==> config.mk <==
export PLATFORM = sky130hd
export DESIGN_NAME = ll1_predictive_parser_flat
export DESIGN_NICKNAME = d
export VERILOG_FILES = /design/src/rtl/ll1pp_pkg.sv /design/src/rtl/ll1pp_if.sv /design/src/rtl/ll1pp_ram.sv /design/src/rtl/ll1pp_ctrl.sv /design/src/rtl/ll1pp_dp.sv /design/src/rtl/ll1_predictive_parser.sv /design/src/flat_wrapper.sv
export SDC_FILE = /design/constraint.sdc
export NUM_CORES = 1
export LEC_CHECK = 0
export BUFFER_PORTS_ARGS = -buffer_cell sky130_fd_sc_hd__buf_2
export CORE_MARGIN = 1
export CORE_UTILIZATION = 45
export CTS_CLUSTER_SIZE = 25
export DETAILED_ROUTE_END_ITERATION = 10
export GPL_TIMING_DRIVEN = 0
export SLEW_MARGIN = 40
export SYNTH_ARGS = -nofsm -noshare
export SYNTH_HDL_FRONTEND = slang
export SYNTH_SLANG_ARGS = --single-unit
==> constraint.sdc <==
create_clock -name clock -period 9.58 [get_ports clock]
set_input_delay 0 -clock clock [delete_from_list [all_inputs] [get_ports clock]]
set_output_delay 0 -clock clock [all_outputs]
set_load 0.005 [all_outputs]
==> src/rtl/ll1pp_pkg.sv <==
`timescale 1ns / 1ps
// ----------------------------------------------------------------------------
// LL(1) predictive parser package
// Grammar tables, widths, status codes and the control/status bundles
// shared between the parser controller and its datapath.
// ----------------------------------------------------------------------------
package ll1pp_pkg;

   // Symbol stack geometry.
   localparam int STACK_DEPTH = 64;
   localparam int ADDR_W      = $clog2(STACK_DEPTH);
   localparam int LEVEL_W     = $clog2(STACK_DEPTH + 1);

   // Grammar dimensions.
   localparam int NUM_TERMS = 17;
   localparam int NUM_NTS   = 15;
   localparam int NUM_PRODS = 28;   // production 0 means "no entry"
   localparam int MAX_BODY  = 7;
   localparam int TOK_W     = 5;
   localparam int SYM_W     = 6;
   localparam int PROD_W    = 5;
   localparam int LEN_W     = 3;
   localparam int NT_W      = 4;
   localparam int EXP_W     = 5;
   localparam int STATUS_W  = 3;

   localparam logic [SYM_W-1:0] SYM_EOF   = 6'd0;
   localparam logic [SYM_W-1:0] SYM_START = 6'd17;
   localparam logic [EXP_W-1:0] SAT_EXP   = 5'd31;

   typedef logic [SYM_W-1:0]  sym_type;
   typedef logic [TOK_W-1:0]  tok_type;
   typedef logic [PROD_W-1:0] prod_type;
   typedef logic [LEN_W-1:0]  len_type;

   typedef enum logic [STATUS_W-1:0] {
      RSP_CONSUMED = 3'd0,
      RSP_ACCEPTED = 3'd1,
      RSP_NO_ENTRY = 3'd2,
      RSP_MISMATCH = 3'd3,
      RSP_OVERFLOW = 3'd4
   } rsp_status_type;

   typedef enum logic [2:0] {
      S_IDLE,
      S_READ,
      S_EVAL,
      S_PUSH,
      S_DONE
   } state_type;

   // Commands from the controller to the datapath.
   typedef struct packed {
      logic           idle;     // ready for a new token
      logic           pop;      // read the top entry and drop the level
      logic           expand;   // latch the production found for the top
      logic           push;     // write one body symbol
      logic           finish;   // record the status of this token
      logic           reseed;   // restore the eof / start seed
      rsp_status_type code;
      logic           load_out; // move the status into the output register
   } ctrl_cmd_type;

   // Status from the datapath back to the controller.
   typedef struct packed {
      logic accepted;
      logic level_bad;
      logic top_term;
      logic term_match;
      logic tok_eof;
      logic no_prod;
      logic overflow;
      logic body_empty;
      logic push_last;
      logic out_free;
   } dp_stat_type;

   // Predictive table, indexed [nonterminal][terminal].
   localparam logic [PROD_W-1:0] PRED_TABLE [NUM_NTS][NUM_TERMS] = '{
      '{ 0, 1, 1, 0, 0, 0, 0, 0, 0, 0, 0, 0, 0, 0, 0, 0, 0},
      '{ 0, 2, 2, 0, 0, 0, 0, 0, 0, 0, 0, 0, 0, 0, 0, 0, 0},
      '{ 0, 3, 3, 0, 0, 4, 0, 4, 0, 0, 0, 4, 0, 0, 0, 0, 0},
      '{ 0, 5, 5, 0, 0, 0, 0, 0, 0, 0, 0, 0, 0, 0, 0, 0, 0},
      '{ 0, 6, 7, 0, 0, 0, 0, 0, 0, 0, 0, 0, 0, 0, 0, 0, 0},
      '{ 0, 0, 0, 0, 0, 8, 0, 0, 0, 0, 0, 0, 0, 0, 0, 0, 0},
      '{ 0, 0, 0,10, 9, 0, 0, 0, 0, 0, 0, 0, 0, 0, 0, 0, 0},
      '{ 0, 0, 0, 0, 0,11, 0,11, 0, 0, 0,11, 0, 0, 0, 0, 0},
      '{13, 0, 0, 0, 0,12, 0,12, 0, 0,13,12, 0, 0, 0, 0, 0},
      '{ 0, 0, 0, 0, 0,14, 0,15, 0, 0, 0,16, 0, 0, 0, 0, 0},
      '{ 0, 0, 0, 0, 0,17, 0, 0,17, 0, 0, 0, 0, 0, 0, 0,17},
      '{ 0, 0, 0,20, 0, 0, 0, 0, 0,20, 0, 0,18,19, 0, 0, 0},
      '{ 0, 0, 0, 0, 0,21, 0, 0,21, 0, 0, 0, 0, 0, 0, 0,21},
      '{ 0, 0, 0,24, 0, 0, 0, 0, 0,24, 0, 0,24,24,22,23, 0},
      '{ 0, 0, 0, 0, 0,26, 0, 0,25, 0, 0, 0, 0, 0, 0, 0,27}
   };

   localparam logic [LEN_W-1:0] BODY_LEN [NUM_PRODS] = '{
      0, 2, 2, 2, 0, 3, 1, 1, 2, 3, 0, 2, 2, 0, 4, 7, 5, 2, 3, 3, 0, 2, 3, 3, 0, 3, 1, 1
   };

   // Production bodies, left to right; nonterminal n is coded 17 + n.
   localparam logic [SYM_W-1:0] BODY_SYM [NUM_PRODS][MAX_BODY] = '{
      '{ 0,  0,  0,  0,  0,  0,  0},
      '{18, 24,  0,  0,  0,  0,  0},
      '{20, 19,  0,  0,  0,  0,  0},
      '{20, 19,  0,  0,  0,  0,  0},
      '{ 0,  0,  0,  0,  0,  0,  0},
      '{21, 22,  3,  0,  0,  0,  0},
      '{ 1,  0,  0,  0,  0,  0,  0},
      '{ 2,  0,  0,  0,  0,  0,  0},
      '{ 5, 23,  0,  0,  0,  0,  0},
      '{ 4,  5, 23,  0,  0,  0,  0},
      '{ 0,  0,  0,  0,  0,  0,  0},
      '{26, 25,  0,  0,  0,  0,  0},
      '{26, 25,  0,  0,  0,  0,  0},
      '{ 0,  0,  0,  0,  0,  0,  0},
      '{ 5,  6, 27,  3,  0,  0,  0},
      '{ 7,  8, 27,  9, 24, 10, 24},
      '{11,  8, 27,  9, 24,  0,  0},
      '{29, 28,  0,  0,  0,  0,  0},
      '{12, 29, 28,  0,  0,  0,  0},
      '{13, 29, 28,  0,  0,  0,  0},
      '{ 0,  0,  0,  0,  0,  0,  0},
      '{31, 30,  0,  0,  0,  0,  0},
      '{14, 31, 30,  0,  0,  0,  0},
      '{15, 31, 30,  0,  0,  0,  0},
      '{ 0,  0,  0,  0,  0,  0,  0},
      '{ 8, 27,  9,  0,  0,  0,  0},
      '{ 5,  0,  0,  0,  0,  0,  0},
      '{16,  0,  0,  0,  0,  0,  0}
   };

   function automatic prod_type pred_lookup(input logic [NT_W-1:0] nt, input tok_type tok);
      prod_type result;
      result = '0;
      if ((int'(nt) < NUM_NTS) && (int'(tok) < NUM_TERMS)) begin
         result = PRED_TABLE[nt][tok];
      end
      return result;
   endfunction

   function automatic len_type body_length(input prod_type prod);
      len_type result;
      result = '0;
      if (int'(prod) < NUM_PRODS) begin
         result = BODY_LEN[prod];
      end
      return result;
   endfunction

   function automatic sym_type body_symbol(input prod_type prod, input len_type idx);
      sym_type result;
      result = '0;
      if ((int'(prod) < NUM_PRODS) && (int'(idx) < MAX_BODY)) begin
         result = BODY_SYM[prod][idx];
      end
      return result;
   endfunction

endpackage

==> src/rtl/ll1pp_if.sv <==
`timescale 1ns / 1ps
// ----------------------------------------------------------------------------
// LL(1) parser channel interfaces
// Valid/ready channels for the token stream and the per-token status.
// ----------------------------------------------------------------------------
interface ll1pp_req_if;
   logic                      valid;
   logic                      ready;
   logic [ll1pp_pkg::TOK_W-1:0] token_code;

   modport source (output valid, output token_code, input ready);
   modport sink   (input valid, input token_code, output ready);
endinterface

interface ll1pp_rsp_if;
   logic                         valid;
   logic                         ready;
   logic [ll1pp_pkg::STATUS_W-1:0] status;
   logic [ll1pp_pkg::EXP_W-1:0]    expansions;

   modport source (output valid, output status, output expansions, input ready);
   modport sink   (input valid, input status, input expansions, output ready);
endinterface

==> src/rtl/ll1pp_ram.sv <==
`timescale 1ns / 1ps
// ----------------------------------------------------------------------------
// Generic single-port-write RAM
// One write port and one read port with registered read data.
// ----------------------------------------------------------------------------
module ll1pp_ram #(
   parameter int WIDTH = 8,
   parameter int DEPTH = 64
) (
   input  logic                     clock,
   input  logic                     wr_en,
   input  logic [$clog2(DEPTH)-1:0] wr_addr,
   input  logic [WIDTH-1:0]         wr_data,
   input  logic                     rd_en,
   input  logic [$clog2(DEPTH)-1:0] rd_addr,
   output logic [WIDTH-1:0]         rd_data
);

   logic [WIDTH-1:0] mem [DEPTH];
   logic [WIDTH-1:0] rd_data_ff;

   always_ff @(posedge clock) begin
      if (wr_en) begin
         mem[wr_addr] <= wr_data;
      end
      if (rd_en) begin
         rd_data_ff <= mem[rd_addr];
      end
   end

   assign rd_data = rd_data_ff;

endmodule

==> src/rtl/ll1pp_ctrl.sv <==
`timescale 1ns / 1ps
// ----------------------------------------------------------------------------
// LL(1) parser controller
// Sequences pop, table lookup, body pushes and status delivery per token.
// ----------------------------------------------------------------------------
module ll1pp_ctrl (
   input  logic                    clock,
   input  logic                    reset,
   input  ll1pp_pkg::dp_stat_type  stat,
   output ll1pp_pkg::ctrl_cmd_type cmd
);

   ll1pp_pkg::state_type state_ff;
   ll1pp_pkg::state_type state_in;

   always_ff @(posedge clock) begin
      if (reset) begin
         state_ff <= ll1pp_pkg::S_IDLE;
      end else begin
         state_ff <= state_in;
      end
   end

   always_comb begin
      state_in = state_ff;
      case (state_ff)
         ll1pp_pkg::S_IDLE: begin
            if (stat.accepted) begin
               state_in = ll1pp_pkg::S_READ;
            end
         end
         ll1pp_pkg::S_READ: begin
            if (stat.level_bad) begin
               state_in = ll1pp_pkg::S_DONE;
            end else begin
               state_in = ll1pp_pkg::S_EVAL;
            end
         end
         ll1pp_pkg::S_EVAL: begin
            if (stat.top_term || stat.no_prod || stat.overflow) begin
               state_in = ll1pp_pkg::S_DONE;
            end else if (stat.body_empty) begin
               state_in = ll1pp_pkg::S_READ;
            end else begin
               state_in = ll1pp_pkg::S_PUSH;
            end
         end
         ll1pp_pkg::S_PUSH: begin
            if (stat.push_last) begin
               state_in = ll1pp_pkg::S_READ;
            end
         end
         ll1pp_pkg::S_DONE: begin
            if (stat.out_free) begin
               state_in = ll1pp_pkg::S_IDLE;
            end
         end
         default: begin
            state_in = ll1pp_pkg::S_IDLE;
         end
      endcase
   end

   always_comb begin
      cmd = '0;
      cmd.code = ll1pp_pkg::RSP_MISMATCH;
      case (state_ff)
         ll1pp_pkg::S_IDLE: begin
            cmd.idle = 1'b1;
         end
         ll1pp_pkg::S_READ: begin
            // An empty or corrupt level is reported as a mismatch.
            cmd.pop    = !stat.level_bad;
            cmd.finish = stat.level_bad;
            cmd.reseed = stat.level_bad;
         end
         ll1pp_pkg::S_EVAL: begin
            if (stat.top_term) begin
               cmd.finish = 1'b1;
               if (!stat.term_match) begin
                  cmd.reseed = 1'b1;
               end else if (stat.tok_eof) begin
                  cmd.code   = ll1pp_pkg::RSP_ACCEPTED;
                  cmd.reseed = 1'b1;
               end else begin
                  cmd.code = ll1pp_pkg::RSP_CONSUMED;
               end
            end else if (stat.no_prod) begin
               cmd.finish = 1'b1;
               cmd.reseed = 1'b1;
               cmd.code   = ll1pp_pkg::RSP_NO_ENTRY;
            end else if (stat.overflow) begin
               cmd.finish = 1'b1;
               cmd.reseed = 1'b1;
               cmd.code   = ll1pp_pkg::RSP_OVERFLOW;
            end else begin
               cmd.expand = 1'b1;
            end
         end
         ll1pp_pkg::S_PUSH: begin
            cmd.push = 1'b1;
         end
         ll1pp_pkg::S_DONE: begin
            cmd.load_out = stat.out_free;
         end
         default: begin
            cmd.idle = 1'b0;
         end
      endcase
   end

endmodule

==> src/rtl/ll1pp_dp.sv <==
`timescale 1ns / 1ps
// ----------------------------------------------------------------------------
// LL(1) parser datapath
// Symbol stack RAM, stack level, grammar ROM lookups, expansion counter
// and the output register of the status channel.
// ----------------------------------------------------------------------------
module ll1pp_dp (
   input  logic                    clock,
   input  logic                    reset,
   input  ll1pp_pkg::ctrl_cmd_type cmd,
   output ll1pp_pkg::dp_stat_type  stat,
   ll1pp_req_if.sink               req_ch,
   ll1pp_rsp_if.source             rsp_ch
);

   localparam int ADDR_W  = ll1pp_pkg::ADDR_W;
   localparam int LEVEL_W = ll1pp_pkg::LEVEL_W;

   ll1pp_pkg::tok_type        token_ff,     token_in;
   logic [LEVEL_W-1:0]        level_ff,     level_in;
   logic                      seeded_ff,    seeded_in;
   logic                      rd_zero_ff,   rd_zero_in;
   logic                      rd_seed_ff,   rd_seed_in;
   ll1pp_pkg::prod_type       prod_ff,      prod_in;
   ll1pp_pkg::len_type        push_idx_ff,  push_idx_in;
   logic [ll1pp_pkg::EXP_W-1:0] exp_ff,     exp_in;
   ll1pp_pkg::rsp_status_type status_ff,    status_in;
   logic                      rsp_valid_ff, rsp_valid_in;
   ll1pp_pkg::rsp_status_type rsp_status_ff, rsp_status_in;
   logic [ll1pp_pkg::EXP_W-1:0] rsp_exp_ff, rsp_exp_in;

   ll1pp_pkg::sym_type        ram_rd_data;
   ll1pp_pkg::sym_type        top_sym;
   ll1pp_pkg::sym_type        nt_full;
   logic                      top_is_term;
   ll1pp_pkg::prod_type       prod_found;
   ll1pp_pkg::len_type        len_found;
   logic [LEVEL_W:0]          level_after_push;
   logic [ADDR_W-1:0]         rd_addr;
   logic [LEVEL_W-1:0]        level_dec;

   // Entry 0 only ever holds eof, and entry 1 holds the start symbol from
   // a reseed until it is first overwritten, so the seed needs no RAM write.
   assign top_sym = rd_zero_ff ? ll1pp_pkg::SYM_EOF :
                    (rd_seed_ff ? ll1pp_pkg::SYM_START : ram_rd_data);

   assign top_is_term = (int'(top_sym) < ll1pp_pkg::NUM_TERMS);
   assign nt_full     = top_sym - ll1pp_pkg::SYM_START;
   assign prod_found  = top_is_term ? '0 :
                        ll1pp_pkg::pred_lookup(nt_full[ll1pp_pkg::NT_W-1:0], token_ff);
   assign len_found   = ll1pp_pkg::body_length(prod_found);
   assign level_after_push = {1'b0, level_ff} + (LEVEL_W+1)'(len_found);

   assign level_dec = level_ff - LEVEL_W'(1);
   assign rd_addr   = level_dec[ADDR_W-1:0];

   ll1pp_ram #(
      .WIDTH (ll1pp_pkg::SYM_W),
      .DEPTH (ll1pp_pkg::STACK_DEPTH)
   ) u_stack (
      .clock   (clock),
      .wr_en   (cmd.push),
      .wr_addr (level_ff[ADDR_W-1:0]),
      .wr_data (ll1pp_pkg::body_symbol(prod_ff, push_idx_ff)),
      .rd_en   (cmd.pop),
      .rd_addr (rd_addr),
      .rd_data (ram_rd_data)
   );

   always_comb begin
      stat            = '0;
      stat.accepted   = req_ch.valid && cmd.idle;
      stat.level_bad  = (level_ff == '0) ||
                        (level_ff > LEVEL_W'(ll1pp_pkg::STACK_DEPTH));
      stat.top_term   = top_is_term;
      stat.term_match = ({1'b0, token_ff} == top_sym);
      stat.tok_eof    = (token_ff == '0);
      // A nonterminal code above the grammar's range also finds no entry.
      stat.no_prod    = (prod_found == '0);
      stat.overflow   = (level_after_push > (LEVEL_W+1)'(ll1pp_pkg::STACK_DEPTH));
      stat.body_empty = (len_found == '0);
      stat.push_last  = (push_idx_ff == '0);
      stat.out_free   = !rsp_valid_ff || rsp_ch.ready;
   end

   always_comb begin
      token_in      = token_ff;
      level_in      = level_ff;
      seeded_in     = seeded_ff;
      rd_zero_in    = rd_zero_ff;
      rd_seed_in    = rd_seed_ff;
      prod_in       = prod_ff;
      push_idx_in   = push_idx_ff;
      exp_in        = exp_ff;
      status_in     = status_ff;
      rsp_valid_in  = rsp_valid_ff;
      rsp_status_in = rsp_status_ff;
      rsp_exp_in    = rsp_exp_ff;

      if (stat.accepted) begin
         token_in = req_ch.token_code;
         exp_in   = '0;
      end

      if (cmd.pop) begin
         level_in   = level_dec;
         rd_zero_in = (level_ff == LEVEL_W'(1));
         rd_seed_in = (level_ff == LEVEL_W'(2)) && seeded_ff;
      end

      if (cmd.expand) begin
         prod_in     = prod_found;
         push_idx_in = len_found - ll1pp_pkg::len_type'(1);
         if (exp_ff != ll1pp_pkg::SAT_EXP) begin
            exp_in = exp_ff + ll1pp_pkg::EXP_W'(1);
         end
      end

      if (cmd.push) begin
         level_in    = level_ff + LEVEL_W'(1);
         push_idx_in = push_idx_ff - ll1pp_pkg::len_type'(1);
         if (level_ff == LEVEL_W'(1)) begin
            seeded_in = 1'b0;
         end
      end

      if (cmd.finish) begin
         status_in = cmd.code;
         if (cmd.reseed) begin
            level_in  = LEVEL_W'(2);
            seeded_in = 1'b1;
         end
      end

      if (cmd.load_out) begin
         rsp_valid_in  = 1'b1;
         rsp_status_in = status_ff;
         rsp_exp_in    = exp_ff;
      end else if (rsp_ch.ready) begin
         rsp_valid_in = 1'b0;
      end
   end

   always_ff @(posedge clock) begin
      if (reset) begin
         level_ff     <= LEVEL_W'(2);
         seeded_ff    <= 1'b1;
         rsp_valid_ff <= 1'b0;
      end else begin
         level_ff     <= level_in;
         seeded_ff    <= seeded_in;
         rsp_valid_ff <= rsp_valid_in;
      end
   end

   always_ff @(posedge clock) begin
      token_ff      <= token_in;
      rd_zero_ff    <= rd_zero_in;
      rd_seed_ff    <= rd_seed_in;
      prod_ff       <= prod_in;
      push_idx_ff   <= push_idx_in;
      exp_ff        <= exp_in;
      status_ff     <= status_in;
      rsp_status_ff <= rsp_status_in;
      rsp_exp_ff    <= rsp_exp_in;
   end

   assign req_ch.ready      = cmd.idle;
   assign rsp_ch.valid      = rsp_valid_ff;
   assign rsp_ch.status     = rsp_status_ff;
   assign rsp_ch.expansions = rsp_exp_ff;

endmodule

==> src/rtl/ll1_predictive_parser.sv <==
`timescale 1ns / 1ps
// ----------------------------------------------------------------------------
// LL(1) table-driven predictive parser
// Checks a stream of token codes against a fixed grammar held in ROM,
// using a RAM symbol stack, and returns one status per token.
// ----------------------------------------------------------------------------
// Channel   Dir  Fields                         Transfer
// req_ch    in   token_code[4:0]                valid && ready
// rsp_ch    out  status[2:0], expansions[4:0]   valid && ready
//
// A token passes the idle, read, eval and done states when a terminal is on
// top, plus a read, an eval and one push per body symbol for each production
// applied: each stack pop is a registered read of the single stack RAM and
// each body symbol is one RAM write.
// Synchronous reset leaves the stack seeded with eof below the start symbol.
// The next token is taken while a finished status waits in the output
// register; the core stalls before loading a second status until it leaves.
// ----------------------------------------------------------------------------
module ll1_predictive_parser (
   input  logic        clock,
   input  logic        reset,
   ll1pp_req_if.sink   req_ch,
   ll1pp_rsp_if.source rsp_ch
);

   ll1pp_pkg::ctrl_cmd_type cmd;
   ll1pp_pkg::dp_stat_type  stat;

   ll1pp_ctrl u_ctrl (
      .clock (clock),
      .reset (reset),
      .stat  (stat),
      .cmd   (cmd)
   );

   ll1pp_dp u_dp (
      .clock  (clock),
      .reset  (reset),
      .cmd    (cmd),
      .stat   (stat),
      .req_ch (req_ch),
      .rsp_ch (rsp_ch)
   );

endmodule

==> src/flat_wrapper.sv <==
// flat-port wrapper written by rule: the top's interface ports become plain ports
module ll1_predictive_parser_flat 
  (clock, reset, req_ch_valid, req_ch_token_code, req_ch_ready, rsp_ch_valid, rsp_ch_status, rsp_ch_expansions, rsp_ch_ready);
  ll1pp_req_if req_ch_i ();
  ll1pp_rsp_if rsp_ch_i ();
  input  logic clock;
  input  logic reset;
  input wire logic [$bits(req_ch_i.valid)-1:0] req_ch_valid;
  input wire logic [$bits(req_ch_i.token_code)-1:0] req_ch_token_code;
  output wire logic [$bits(req_ch_i.ready)-1:0] req_ch_ready;
  output wire logic [$bits(rsp_ch_i.valid)-1:0] rsp_ch_valid;
  output wire logic [$bits(rsp_ch_i.status)-1:0] rsp_ch_status;
  output wire logic [$bits(rsp_ch_i.expansions)-1:0] rsp_ch_expansions;
  input wire logic [$bits(rsp_ch_i.ready)-1:0] rsp_ch_ready;
  assign req_ch_i.valid = req_ch_valid;
  assign req_ch_i.token_code = req_ch_token_code;
  assign req_ch_ready = req_ch_i.ready;
  assign rsp_ch_valid = rsp_ch_i.valid;
  assign rsp_ch_status = rsp_ch_i.status;
  assign rsp_ch_expansions = rsp_ch_i.expansions;
  assign rsp_ch_i.ready = rsp_ch_ready;
  ll1_predictive_parser u_core (.clock(clock), .reset(reset), .req_ch(req_ch_i), .rsp_ch(rsp_ch_i));
endmodule
Yosys cells after proc, flatten, opt, wreduce, memory -nomap -nowiden
Memories as Yosys holds them, arrays and structs flattened. A register that Yosys moved wholly into a read port is not among the register bits.
Cells that the tools add are included.
- register bits: 43
- latch bits: 0
- bits in writable memories: 384
- bits in read-only memories: 2800
- input bits: 9
- word-level logic and storage cells: 130
- memories kept: 4
- memory list (name ; words ; width ; rd ports ; clocked after memory_dff ; wr ports ; RTL line ; text):
    (no name shown) ; 16 ; 85 ; 1 ; 0 ; 0 ; ll1pp_pkg.sv:137 ; result = PRED_TABLE[nt][tok];
    (no name shown) ; 32 ; 42 ; 1 ; 0 ; 0 ; ll1pp_pkg.sv:155 ; result = BODY_SYM[prod][idx];
    u_core.u_dp.u_stack.mem ; 64 ; 6 ; 1 ; 1 ; 1 ; ll1pp_ram.sv:19 ; logic [WIDTH-1:0] mem [DEPTH];
    (no name shown) ; 32 ; 3 ; 1 ; 0 ; 0 ; ll1pp_pkg.sv:146 ; result = BODY_LEN[prod];
- add/sub/neg operators: 7
- $mul: 0
- div/mod/pow operators: 0
- magnitude comparators: 13
- eq/ne operators: 11
- shift-type cells: 0
- mux-type cells: 58
- bitwise gates (word level): 5
- reduce and logical (&&, ||, !) cells: 19
- operators by type and width (cell ; number):
    85-bit 2-to-1 mux ; 2
    42-bit 2-to-1 mux ; 2
    5-bit 2-to-1 mux ; 10
    3-bit 2-to-1 mux ; 10
    6-bit 2-to-1 mux ; 5
    7-bit 2-to-1 mux ; 4
    5-bit binary-select mux with 5-bit select ; 1
    1-bit 2-to-1 mux ; 19
    6-bit binary-select mux with 3-bit select ; 1
    6-bit greater-or-equal comparator, second input constant ; 3
    5-bit inverter with 6-bit output ; 3
    5-bit < comparator, second input constant ; 3
    3-bit one-hot mux with 5 select lines ; 1
    5-bit zero test ; 2
    3-bit zero test ; 3
    7-bit by 3-bit adder with 8-bit output ; 1
    8-bit by 7-bit > comparator with 1-bit output, second input constant ; 1
    7-bit by 1-bit adder with 7-bit output, second input constant ; 1
    7-bit by 1-bit equality test with 1-bit output, second input constant ; 1
    7-bit by 2-bit equality test with 1-bit output, second input constant ; 1
    7-bit > comparator, second input constant ; 1
    7-bit zero test ; 1
    7-bit by 1-bit subtractor with 7-bit output, second input constant ; 1
    3-bit by 2-bit equality test with 1-bit output, second input constant ; 2
    other kinds (23) ; 34

Longest topological paths before layout
Gate-level depths: netlist (run 1).
- word-level depth: 25
- mapped depth: 34
- depth with buffers taken out: 31

Cells and area by module
A second synthesis (run 1) with hierarchy kept.
- cells, all modules: 1275
- area total of the unflattened synthesis: 19671.4 um^2
- by module, submodules not included (module ; times used ; cells each ; area an instance (um^2) ; seq. area each (um^2)):
    ll1pp_ram ; 1 ; 720 ; 15285.9 ; 11711.2
    ll1pp_dp ; 1 ; 522 ; 4127.7 ; 1061.0
    ll1pp_ctrl ; 1 ; 33 ; 257.7 ; 60.1

Least setup slack after synthesis (run 1)
Ideal clock, no wire load.
- path type: register -> register
- start point: reg u_core.u_dp.rd_seed_ff
- end point: reg u_core.u_dp.exp_ff[3] (netlist name)
- data arrival time: 6.628 ns
- required time: 9.518 ns
- path slack: 2.890 ns
- stages on the path, launching flop included: 30
- buffers on the path: 4
- cells stage by stage: edfxtp_1 > clkbuf_1 > o21ai_0 > ha_1 > inv_1 > xnor2_2 > buf_2 > ha_1 > o21ai_0 > a221oi_1 > a211oi_1 > a221oi_1 > or2_1 > buf_2 > a2111oi_0 > a21oi_1 > a22o_1 > inv_2 > ha_1 > a21o_1 > a21oi_1 > mux2i_1 > o32a_1 > or4b_1 > a21oi_1 > o21ai_1 > or4_1 > buf_2 > or3_1 > nand3_1
- word-level cells in the longest chain between the ends: 24
- elaborated cells between the ends (all ways): 29
- ends and longest elaborated chain (element ; RTL line ; text):
    start: declaration ; ll1pp_dp.sv:23 ; logic rd_seed_ff, rd_seed_in;
    start signal: assignment ; ll1pp_dp.sv:159 ; rd_seed_ff <= rd_seed_in;
    6-bit 2-to-1 mux * ; ll1pp_dp.sv:45 ; (rd_seed_ff ? ll1pp_pkg::SYM_START : ram_rd_data);
    6-bit 2-to-1 mux * ; ll1pp_dp.sv:44 ; assign top_sym = rd_zero_ff ? ll1pp_pkg::SYM_EOF :
    4-bit by 1-bit subtractor with 4-bit output ; ll1pp_dp.sv:48 ; assign nt_full = top_sym - ll1pp_pkg::SYM_START;
    4-bit inverter with 5-bit output (implied by the code) ; ll1pp_pkg.sv:137 ;
    memory read 16 x 85 bit ; n/a ;
    85-bit 2-to-1 mux (implied by the code) (2 in a row) ; ll1pp_pkg.sv:137 ;
    5-bit binary-select mux with 5-bit select ; ll1pp_pkg.sv:137 ;
    5-bit 2-to-1 mux (implied by the code) (2 in a row) ; ll1pp_pkg.sv:137 ;
    [7 not listed] ; n/a ;
    7-bit by 3-bit adder with 8-bit output ; ll1pp_dp.sv:52 ; assign level_after_push = {1'b0, level_ff} + (LEVEL_W+1)'(len_found);
    8-bit by 7-bit > comparator with 1-bit output ; ll1pp_dp.sv:80 ; stat.overflow = (level_after_push > (LEVEL_W+1)'(ll1pp_pkg::STACK_DEPTH));
    1-bit 2-to-1 mux ; ll1pp_ctrl.sv:92 ; end else if (stat.overflow) begin
    1-bit 2-to-1 mux ; ll1pp_ctrl.sv:88 ; end else if (stat.no_prod) begin
    1-bit 2-to-1 mux * ; ll1pp_ctrl.sv:78 ; if (stat.top_term) begin
    1-bit 2-to-1 mux * ; ll1pp_ctrl.sv:67 ; case (state_ff)
    5-bit 2-to-1 mux * ; ll1pp_dp.sv:111 ; if (cmd.expand) begin
    via u_core.u_dp.exp_in (one bit) ; ll1pp_dp.sv:26 ; logic [ll1pp_pkg::EXP_W-1:0] exp_ff, exp_in;
    end signal: assignment ; ll1pp_dp.sv:162 ; exp_ff <= exp_in;
    end: declaration ; ll1pp_dp.sv:26 ;
The timed path passes the listed nets; every way through them passes the cells marked *. The select of a mux whose other input is x is not followed.
A chain may end at the register's enable or synchronous reset.

Final worst setup path (run 1)
- start point: reg u_core.u_dp.rd_seed_ff
- end point: reg u_core.u_dp.exp_ff[3] (netlist name)
- word-level cells in the longest chain between the ends: 24
- elaborated cells between the ends (all ways): 29
- ends and longest elaborated chain (element ; RTL line ; text):
    6-bit 2-to-1 mux * ; ll1pp_dp.sv:45 ;
    6-bit 2-to-1 mux * ; ll1pp_dp.sv:44 ;
    4-bit by 1-bit subtractor with 4-bit output ; ll1pp_dp.sv:48 ;
    4-bit inverter with 5-bit output (implied by the code) ; ll1pp_pkg.sv:137 ;
    memory read 16 x 85 bit ; n/a ;
    85-bit 2-to-1 mux (implied by the code) (2 in a row) ; ll1pp_pkg.sv:137 ;
    5-bit binary-select mux with 5-bit select ; ll1pp_pkg.sv:137 ;
    5-bit 2-to-1 mux (implied by the code) (2 in a row) ; ll1pp_pkg.sv:137 ;
    [2 not listed] ; n/a ;
    via u_core.u_dp.prod_found[1] ; ll1pp_dp.sv:36 ; ll1pp_pkg::prod_type prod_found;
    [5 not listed] ; n/a ;
    7-bit by 3-bit adder with 8-bit output ; ll1pp_dp.sv:52 ;
    8-bit by 7-bit > comparator with 1-bit output ; ll1pp_dp.sv:80 ;
    1-bit 2-to-1 mux ; ll1pp_ctrl.sv:92 ;
    1-bit 2-to-1 mux * ; ll1pp_ctrl.sv:88 ;
    1-bit 2-to-1 mux * ; ll1pp_ctrl.sv:78 ;
    1-bit 2-to-1 mux * ; ll1pp_ctrl.sv:67 ;
    5-bit 2-to-1 mux * ; ll1pp_dp.sv:111 ;
    via u_core.u_dp.exp_in (one bit) ; ll1pp_dp.sv:26 ;
Marks and branches as above.

==> results of run 1 <==
==> worst max-delay path by stage <==
stage,depth (start not counted),endpoint,start
2_1_floorplan,29,u_core.u_dp.exp_ff[3]$_DFF_P_,u_core.u_dp.rd_seed_ff$_DFFE_PP_
3_3_place_gp,28,u_core.u_dp.push_idx_ff[0]$_DFFE_PP_,u_core.u_dp.rd_seed_ff$_DFFE_PP_
3_5_place_dp,30,u_core.u_dp.exp_ff[3]$_DFF_P_,u_core.u_dp.rd_seed_ff$_DFFE_PP_
4_1_cts,30,u_core.u_dp.exp_ff[3]$_DFF_P_,u_core.u_dp.rd_seed_ff$_DFFE_PP_
5_1_grt,28,u_core.u_dp.push_idx_ff[2]$_DFFE_PP_,u_core.u_dp.rd_seed_ff$_DFFE_PP_
6_report,30,u_core.u_dp.exp_ff[3]$_DFF_P_,u_core.u_dp.rd_seed_ff$_DFFE_PP_
==> final cells by class <==
| type | count | area share [%] |
|---|---|---|
| Sequential cell | 368 | 56.07 |
| Clock buffer | 49 | 5.655 |
| Tap cell | 504 | 3.250 |
| Inverter | 31 | 0.5997 |
| Buffer | 73 | 1.631 |
| Clock inverter | 21 | 1.103 |
| Timing Repair Buffer | 34 | 1.676 |
| Multi-Input combinational cell | 635 | 30.01 |
==> power by group <==
group	switching (mW)	internal (mW)	total, mW
sequential	0.00955	1.75	1.76
clock	0.637	0.902	1.54
combinational	0.292	0.232	0.525
total	0.939	2.89	3.83
==> metrics by stage <==
stage / cells / area, um2 / setup slack, ns / util [%] / hold WS [ns]
finish: 1715 / 19400 / 1.378 / 52.50 / 0.1443
global route: 1715 / 19400 / 0.8630 / 52.50 / 0.1390
CTS: 1715 / 19400 / 1.456 / 52.49 / 0.1107
detailed placement: 1636 / 18000 / 1.473 / 48.70 / 0.1785
global placement: 1629 / 17800 / 1.418 / 48.16 / 0.1778
floorplan: 1107 / 17080 / 2.890 / - / 0.06941
==> flip-flops by register name (all words and copies together), names as in the netlist <==
signal and cells:
u_core.u_dp.rd_zero_ff 1, u_core.u_dp.exp_ff 5, u_core.u_dp.rsp_ch.valid 1, u_core.u_dp.level_ff 7
u_core.u_ctrl.state_ff 3, u_core.u_dp.push_idx_ff 3, u_core.u_dp.rsp_ch.status 3, u_core.u_dp.seeded_ff 1
u_core.u_dp.rd_seed_ff 1, u_core.u_dp.token_ff 5, u_core.u_dp.u_stack.rd_data 5, u_core.u_dp.status_ff 3
u_core.u_dp.u_stack.mem 320, u_core.u_dp.rsp_ch.expansions 5, u_core.u_dp.prod_ff 5
==> routing by layer <==
layer,vias up,global-route usage (%),part of all wire [%]
met2,286,34.72,48
met3,60,4.090,5.6
met5,-,0,0
li1,4546,-,-
met4,0,6.632,2.5
met1,5192,30.03,44
==> critical path, delay by kind of cell, from the launching register on <==
| kind | cells | cell delay [ns] |
|---|---|---|
| muxes | 1 | 0.12 |
| DFF | 1 | 0.45 |
| AOI/OAI and AO/OA | 11 | 2.90 |
| xor gates and xnor gates | 1 | 0.45 |
| and+or+nand+nor | 6 | 1.86 |
| adders and majority gates | 4 | 1.00 |
| buffers and inverters | 7 | 1.34 |
==> logic make-up after synthesis <==
family	count (synthesis)	share of synthesized area [%]
multiplexers	121	14.87
XOR/XNOR	15	0.8132
AO/OA/AOI/OAI	172	7.223
buffers and inverters	104	2.461
adder cells (fa/ha/maj)	37	2.754
AND/OR/NAND/NOR	290	8.175
flip-flops	368	63.70
==> layout by cell type (no fill, tap or decap), types with 9 or more instances in the layout <==
cell / netlist / final
sky130_fd_sc_hd__a31oi_1: 10 / 10
sky130_fd_sc_hd__nor3_1: 14 / 13
sky130_fd_sc_hd__a21oi_1: 34 / 33
sky130_fd_sc_hd__a211oi_1: 10 / 10
sky130_fd_sc_hd__o21ai_0: 32 / 32
sky130_fd_sc_hd__nand3_1: 29 / 29
sky130_fd_sc_hd__dfxtp_1: 17 / 17
sky130_fd_sc_hd__buf_1: 19 / 9
sky130_fd_sc_hd__nor2b_1: 9 / 9
sky130_fd_sc_hd__mux4_2: 106 / 106
sky130_fd_sc_hd__clkbuf_1: 45 / 50
sky130_fd_sc_hd__buf_2: 6 / 34
sky130_fd_sc_hd__inv_1: 28 / 28
sky130_fd_sc_hd__xnor2_1: 9 / 9
sky130_fd_sc_hd__nor2_1: 101 / 100
sky130_fd_sc_hd__nand2b_1: 9 / 9
sky130_fd_sc_hd__nand2_1: 68 / 68
sky130_fd_sc_hd__dlygate4sd3_1: 0 / 9
sky130_fd_sc_hd__mux2i_1: 13 / 13
sky130_fd_sc_hd__edfxtp_1: 351 / 351
sky130_fd_sc_hd__ha_1: 36 / 36
sky130_fd_sc_hd__o211ai_1: 9 / 9
sky130_fd_sc_hd__clkbuf_16: 0 / 42
==> what timing repair did <==
item / CTS / global route
hold endpoints to repair: 14 / 0
resized for setup: 0 / 0
hold buffers: 9 / 0
==> reports/results.md, run 1 <==
| Step | Result | Value |
|:---|:---|:---|
| sta | Time the final worst path needs with I/O delays and setup | 8.202 ns |
| clocking | Clock buffer depth | 3 |
| setup path | Cell type with the highest occurrence count on the critical path | sky130_fd_sc_hd__ha_1 |
| synthesis | Number of distinct library cells after synthesis | 81 |
| place | IO Port Bufs | 18 |
| die | Total Die Area | 0.03874 mm2 |
| synthesis | Top-count cell post-synth | sky130_fd_sc_hd__edfxtp_1 |
| setup path | Arrival time at the worst endpoint | 8.71 ns |
| worst hold path | Number of instances on the worst hold path | 2 |
| global routing | First-pass GRT wire length | 62060 um |
| setup path | WS Path Type | flop to flop |
| global routing | Initial antenna violation count | 0 |
| setup path | Max FO, Critical Path | 10 |
| synthesis | Synthesized area per cell | 15.43 um2 |
| setup path | Crit path required time | 10.08 ns |
| sta | Worst Clk Skew | 0.02397 ns |
| clocking | H-tree levels | 2 |
| clocking | Clock latency on the worst-skew pair | 0.56 ns |
| place | Routability Congestion | 0.9247 |
| global routing | Final global-route overflow total | 0 |
| synthesis | Leading cell types by total area after synthesis | sky130_fd_sc_hd__edfxtp_1 (62%), sky130_fd_sc_hd__mux4_2 (14%), sky130_fd_sc_hd__ha_1 (2.6%) |
| synthesis | Portion of the post-synthesis area used by sequential elements | 63.70% |
| clocking | Number of buffers created by CTS | 41 |
| outcome | Run status | finished clean |
| place | Post-DP HPWL | 27910 um |
| die | Count of pins on the block boundary | 19 |
| worst hold path | Min-delay src | req_ch_token_code[3] |
| power and ir drop | Power Dens Cells | 197.3 mW/mm2 |
| synthesis | Synth Register Bits | 368 |
| synthesis | Number of warnings reported in the yosys synthesis log | 0 |
| setup path | Number of cells on the worst reg-to-reg path | 30 |
| worst hold path | HP Class | input port to flop |
| synthesis | Asr flop ratio synth | 0% |
| clocking | TritonCTS clock tree | built |
| detailed routing | Antenna-violating nets left | 0 |
| job | Number of maximum-capacitance violations | 0 |
| synthesis | Mapped Nets | 1153 |
| global routing | Vias in the first global route | 10020 |
| worst hold path | Hold path endpoint | u_core.u_dp.token_ff[3]$_DFFE_PP_ |
| synthesis | Most used DFF post-synth | sky130_fd_sc_hd__edfxtp_1 |
| detailed routing | Routed vias/inst | 5.880 |
| sta | Final hold vios | 0 |
| sta | Final clock period utilization by the worst path | 85.61% |
| die | Core outline area | 0.03696 mm2 |
| global routing | Maximum number of pins on one net before global-route repair | 62 |
| clocking | Clk root buf | sky130_fd_sc_hd__clkbuf_16 |
| sta | Final setup TNS | 0 ns |
| layout | Area taken by flip-flops and latches | 0.01088 mm2 |
| power and ir drop | Worst vdd ir | 0.1421 mV |
| sta | Setup violations, final | 0 |
| global routing | Total routing resource utilization after global routing | 21.63% |
| setup path | CP max-delay cell | sky130_fd_sc_hd__a211oi_1 |
| setup path | Critical Path End Type | flop |
| sta | Worst Max-Slew Pin Slew | 0.9219 ns |
| die | Die width | 196.8 um |
| synthesis | Netlist area before placement | 0.01708 mm2 |
| detailed routing | Iter 0 DRT Violations | 812 |
| sta | Max_slew headroom | 38.54% |
| setup path | R2r startpoint | u_core.u_dp.rd_seed_ff$_DFFE_PP_ |
| layout | Fill cell instance count of the final layout | 3086 |
| detailed routing | DRC violations left | 0 |
| die | Die height | 196.8 um |
| detailed routing | Routed Wire Length | 40900 um |
| synthesis | Cell type with the largest total area after synthesis | sky130_fd_sc_hd__edfxtp_1 |
| sta | Top achievable clock speed | 121.9 MHz |
| setup path | Slowest stage delay, CP | 0.59 ns |
| sta | RSZ-0062 raised after global routing | false |
| synthesis | Yosys top cell area share | 61.71% |
| layout | Area grow syn2layout | 13.61% |
| die | Initial core utilization | 46.21% |
| synthesis | Leading post-synthesis cells by instance count | sky130_fd_sc_hd__edfxtp_1 (351), sky130_fd_sc_hd__mux4_2 (106), sky130_fd_sc_hd__nor2_1 (101), sky130_fd_sc_hd__nand2_1 (68), sky130_fd_sc_hd__clkbuf_1 (45) |
| layout | Area of combinational cells with multiple inputs | 0.005824 mm2 |
| setup path | FF-to-FF End | u_core.u_dp.exp_ff[3]$_DFF_P_ |
| clocking | Post-CTS setup buffer count | 0 |
| synthesis | Number of synthesized flops with an enable pin | 351 |
| clocking | Number of sinks driven by the clock tree | 368 |
| detailed routing | Wire length per cell after detailed routing | 23.85 um |
| detailed routing | Vias | 10080 |
| setup path | Setup crit start kind | flop |
| power and ir drop | Leak pwr | 6.386 nW |
| layout | Layout cells sized above 1 | 20.40% |
| setup path | Flop-to-flop setup slack | 1.38 ns |
| synthesis | Cell count after synthesis | 1107 |
| detailed routing | DRT Pass-1 Iters | 5 |
| layout | Post-layout net count | 1230 |
| die | Std-Cell Rows | 70 |
| layout | Count of antenna diodes in the layout | 0 |
| sta | Final Max Tran Viols | 0 |
| power and ir drop | Total power consumption of the routed design | 3.828 mW |
| clocking | Clock transition at the register clock pins on the worst setup and hold paths after CTS | 0.06 ns |
(Power assumes the default switching activity.)
==> run 2, diff against run 1 <==
- CORE_ASPECT_RATIO: not set -> 2
==> run 2 against run 1 <==
  * Hold slack got worse by 0.0088 ns
  * Clock-buffer cell count down 11
  * Routed wire length grew 5.7%
  * Critical path type unchanged
==> reports/results.md, run 2 (synthesis results as in run 1) <==
| Step | Result | Value |
|:---|:---|:---|
| setup path | Crit path required time | 9.87 ns |
| sta | Final Max Tran Viols | 0 |
| layout | Area of combinational cells with multiple inputs | 0.005822 mm2 |
| detailed routing | Routed vias/inst | 6.114 |
| die | Die width | 139.8 um |
| layout | Most flop-heavy register | u_core.u_dp.u_stack.mem |
| layout | Leading cell types in the layout, fill and taps excluded | sky130_fd_sc_hd__edfxtp_1 (351), sky130_fd_sc_hd__mux4_2 (106), sky130_fd_sc_hd__nor2_1 (101) |
| global routing | Initial antenna violation count | 0 |
| clocking | Number of sinks driven by the clock tree | 368 |
| detailed routing | Routed Wire Length | 43240 um |
| global routing | Total routing resource utilization after global routing | 23.00% |
| power and ir drop | Power Dens Cells | 185.2 mW/mm2 |
| layout | Area taken by flip-flops and latches | 0.01088 mm2 |
| setup path | R2r startpoint | u_core.u_dp.rd_seed_ff$_DFFE_PP_ |
| clocking | Number of buffers created by CTS | 31 |
| detailed routing | DRC violations left | 0 |
| clocking | Clock latency on the worst-skew pair | 0.59 ns |
| detailed routing | Iter 0 DRT Violations | 733 |
| global routing | Met2 usage | 45.08% |
| sta | Final clock period utilization by the worst path | 89.80% |
| worst hold path | HP Class | input port to flop |
| setup path | CP startpoint | u_core.u_dp.rd_seed_ff$_DFFE_PP_ |
| setup path | Flop-to-flop setup slack | 0.98 ns |
| setup path | Arrival time at the worst endpoint | 8.89 ns |
| setup path | Setup crit start kind | flop |
| clocking | Post-CTS setup buffer count | 0 |
| clocking | Clock buffer depth | 3 |
| layout | Fill cell instance count of the final layout | 3144 |
| layout | Area grow syn2layout | 11.25% |
| setup path | FF-to-FF End | u_core.u_dp.push_idx_ff[2]$_DFFE_PP_ |
| sta | Worst Max-Slew Pin Slew | 0.8537 ns |
| worst hold path | Number of instances on the worst hold path | 2 |
| place | Worst slack after detailed placement | 1.082 ns |
| clocking | Number of hold-repair buffers added at the cts stage | 9 |
| layout | Post-layout net count | 1220 |
| layout | Largest registers | u_core.u_dp.u_stack.mem x320, u_core.u_dp.level_ff x7 |
| worst hold path | Min-delay src | req_ch_token_code[1] |
| place | Post-DP Area | 0.01794 mm2 |
| sta | Minimum setup slack in the final design | 0.9770 ns |
| detailed routing | Vias | 10120 |
| sta | Final hold vios | 0 |
| die | Initial core utilization | 45.81% |
| clocking | Clk root buf | sky130_fd_sc_hd__clkbuf_16 |
| place | Post-DP HPWL | 32030 um |
| detailed routing | Wire length per cell after detailed routing | 26.11 um |
| die | Core outline area | 0.03729 mm2 |
| detailed routing | DRT Pass-1 Iters | 5 |
| clocking | Post-cts sizing count | 0 |
| power and ir drop | Worst vdd ir | 0.1306 mV |
| clocking | TritonCTS clock tree | built |
| job | Number of maximum-capacitance violations | 0 |
| detailed routing | Antenna-violating nets left | 0 |
| outcome | Run status | finished clean |
| layout | Layout cells sized above 1 | 19.30% |
| layout | Final cell count without fillers | 1656 |
| sta | Worst Clk Skew | 0.01735 ns |
| global routing | Vias in the first global route | 10370 |
| place | Routability Congestion | 0.9504 |
| global routing | Final global-route overflow total | 0 |
| die | Total Die Area | 0.03879 mm2 |
| setup path | Max FO, Critical Path | 10 |
| global routing | Met1 track utilization from global routing | 22.72% |
| global routing | Maximum number of pins on one net before global-route repair | 63 |
| layout | Final std cell area, no fill | 0.01900 mm2 |
| sta | Max_slew headroom | 42.61% |
| sta | Top achievable clock speed | 116.2 MHz |
| sta | Final setup TNS | 0 ns |
| die | Die height | 277.5 um |
| setup path | Number of cells on the worst reg-to-reg path | 27 |
| layout | Util after Layout | 50.96% |
| setup path | Critical Path End Type | flop |
| power and ir drop | Leak pwr | 6.208 nW |
| sta | Setup violations, final | 0 |
| clocking | H-tree levels | 1 |
| worst hold path | Hold path endpoint | u_core.u_dp.token_ff[1]$_DFFE_PP_ |
| sta | Time the final worst path needs with I/O delays and setup | 8.603 ns |
| setup path | WS Path Type | flop to flop |
| global routing | First-pass GRT wire length | 64890 um |
| layout | Flip-flop count of the largest register after layout | 320 |
| place | IO Port Bufs | 18 |
| place | Number of placed cells counting well taps | 1591 |
| global routing | Most congested layer reported by global routing | met2 |
| layout | Count of antenna diodes in the layout | 0 |
| sta | RSZ-0062 raised after global routing | false |
| clocking | Clock transition at the register clock pins on the worst setup and hold paths after CTS | 0.07 ns |
| die | Std-Cell Rows | 100 |
| die | Count of pins on the block boundary | 19 |
| global routing | Met3 routing resource usage after global routing | 2.261% |
| layout | Commonest non-fill, non-tap cell in the layout | sky130_fd_sc_hd__edfxtp_1 |
==> run 2: changes by cell type in the layout (fill, tap and decap cells not counted), sizes merged <==
| cell | previous run | this run |
|---|---|---|
| inv | 35 | 33 |
| clkbuf | 94 | 83 |
| clkinv | 14 | 12 |
| clkinvlp | 0 | 2 |
| bufinv | 3 | 2 |
==> run 2: worst max-delay path by stage <==
stage | end | slack (ns) | cells past startpoint
after global routing | u_core.u_dp.push_idx_ff[1]$_DFFE_PP_ | 0.38 | 28
after CTS | u_core.u_dp.push_idx_ff[2]$_DFFE_PP_ | 1.04 | 27
final | u_core.u_dp.push_idx_ff[2]$_DFFE_PP_ | 0.98 | 27
after detailed placement | u_core.u_dp.push_idx_ff[1]$_DFFE_PP_ | 1.08 | 27
after floorplan | u_core.u_dp.exp_ff[3]$_DFF_P_ | 2.89 | 29
after global placement | u_core.u_dp.push_idx_ff[1]$_DFFE_PP_ | 0.77 | 27
==> run 2: report_power, final <==
group	switching [mW]	total, mW	internal (mW)
sequential	0.00971	1.76	1.75
combinational	0.310	0.543	0.233
clock	0.561	1.21	0.653
total	0.881	3.52	2.64
==> run 2: metrics by stage <==
stage	hold WS [ns]	power (mW)
finish	0.1355	3.520
global route	0.1393	3.621
CTS	0.1097	3.544
detailed placement	0.1815	2.336
global placement	0.1835	2.332
floorplan	0.06941	2.160
==> run 2: layout make-up <==
cell class | instances | share of cell area (%)
clock buffer | 38 | 4.221
multi-input combinational | 635 | 30.64
inverter | 31 | 0.6124
buffer | 73 | 1.672
timing repair buffer | 34 | 1.712
clock inverter | 18 | 0.8626
tap | 459 | 3.022
sequential | 368 | 57.26
==> run 2: metal layers <==
metal  part of all wire (%)  vias to the layer above
met5                      0                        -
met4                    6.9                        0
met3                    3.6                      135
met2                     57                      336
met1                     33                     5143
li1                       -                     4510
==> run 2: worst max-delay path: stages (launching register included) <==
cell and delay (ns):
sky130_fd_sc_hd__edfxtp_1 0.45, sky130_fd_sc_hd__clkbuf_1 0.25, sky130_fd_sc_hd__o21ai_0 0.60, sky130_fd_sc_hd__ha_1 0.28, sky130_fd_sc_hd__inv_1 0.13, sky130_fd_sc_hd__xnor2_2 0.39, sky130_fd_sc_hd__buf_2 0.36, sky130_fd_sc_hd__a21oi_1 0.12
sky130_fd_sc_hd__o41ai_1 0.70, sky130_fd_sc_hd__o21ai_0 0.22, sky130_fd_sc_hd__a211oi_1 0.63, sky130_fd_sc_hd__inv_1 0.28, sky130_fd_sc_hd__ha_1 0.27, sky130_fd_sc_hd__inv_1 0.08, sky130_fd_sc_hd__a2111oi_0 0.06, sky130_fd_sc_hd__a21oi_1 0.14
sky130_fd_sc_hd__a22o_1 0.22, sky130_fd_sc_hd__inv_2 0.08, sky130_fd_sc_hd__ha_1 0.27, sky130_fd_sc_hd__a21o_1 0.18, sky130_fd_sc_hd__a21oi_1 0.29, sky130_fd_sc_hd__mux2i_1 0.14, sky130_fd_sc_hd__o32a_1 0.30, sky130_fd_sc_hd__or4b_1 0.54
sky130_fd_sc_hd__o211ai_1 0.11, sky130_fd_sc_hd__o21ai_1 0.23, sky130_fd_sc_hd__nor3_2 0.68, sky130_fd_sc_hd__or2_2 0.27
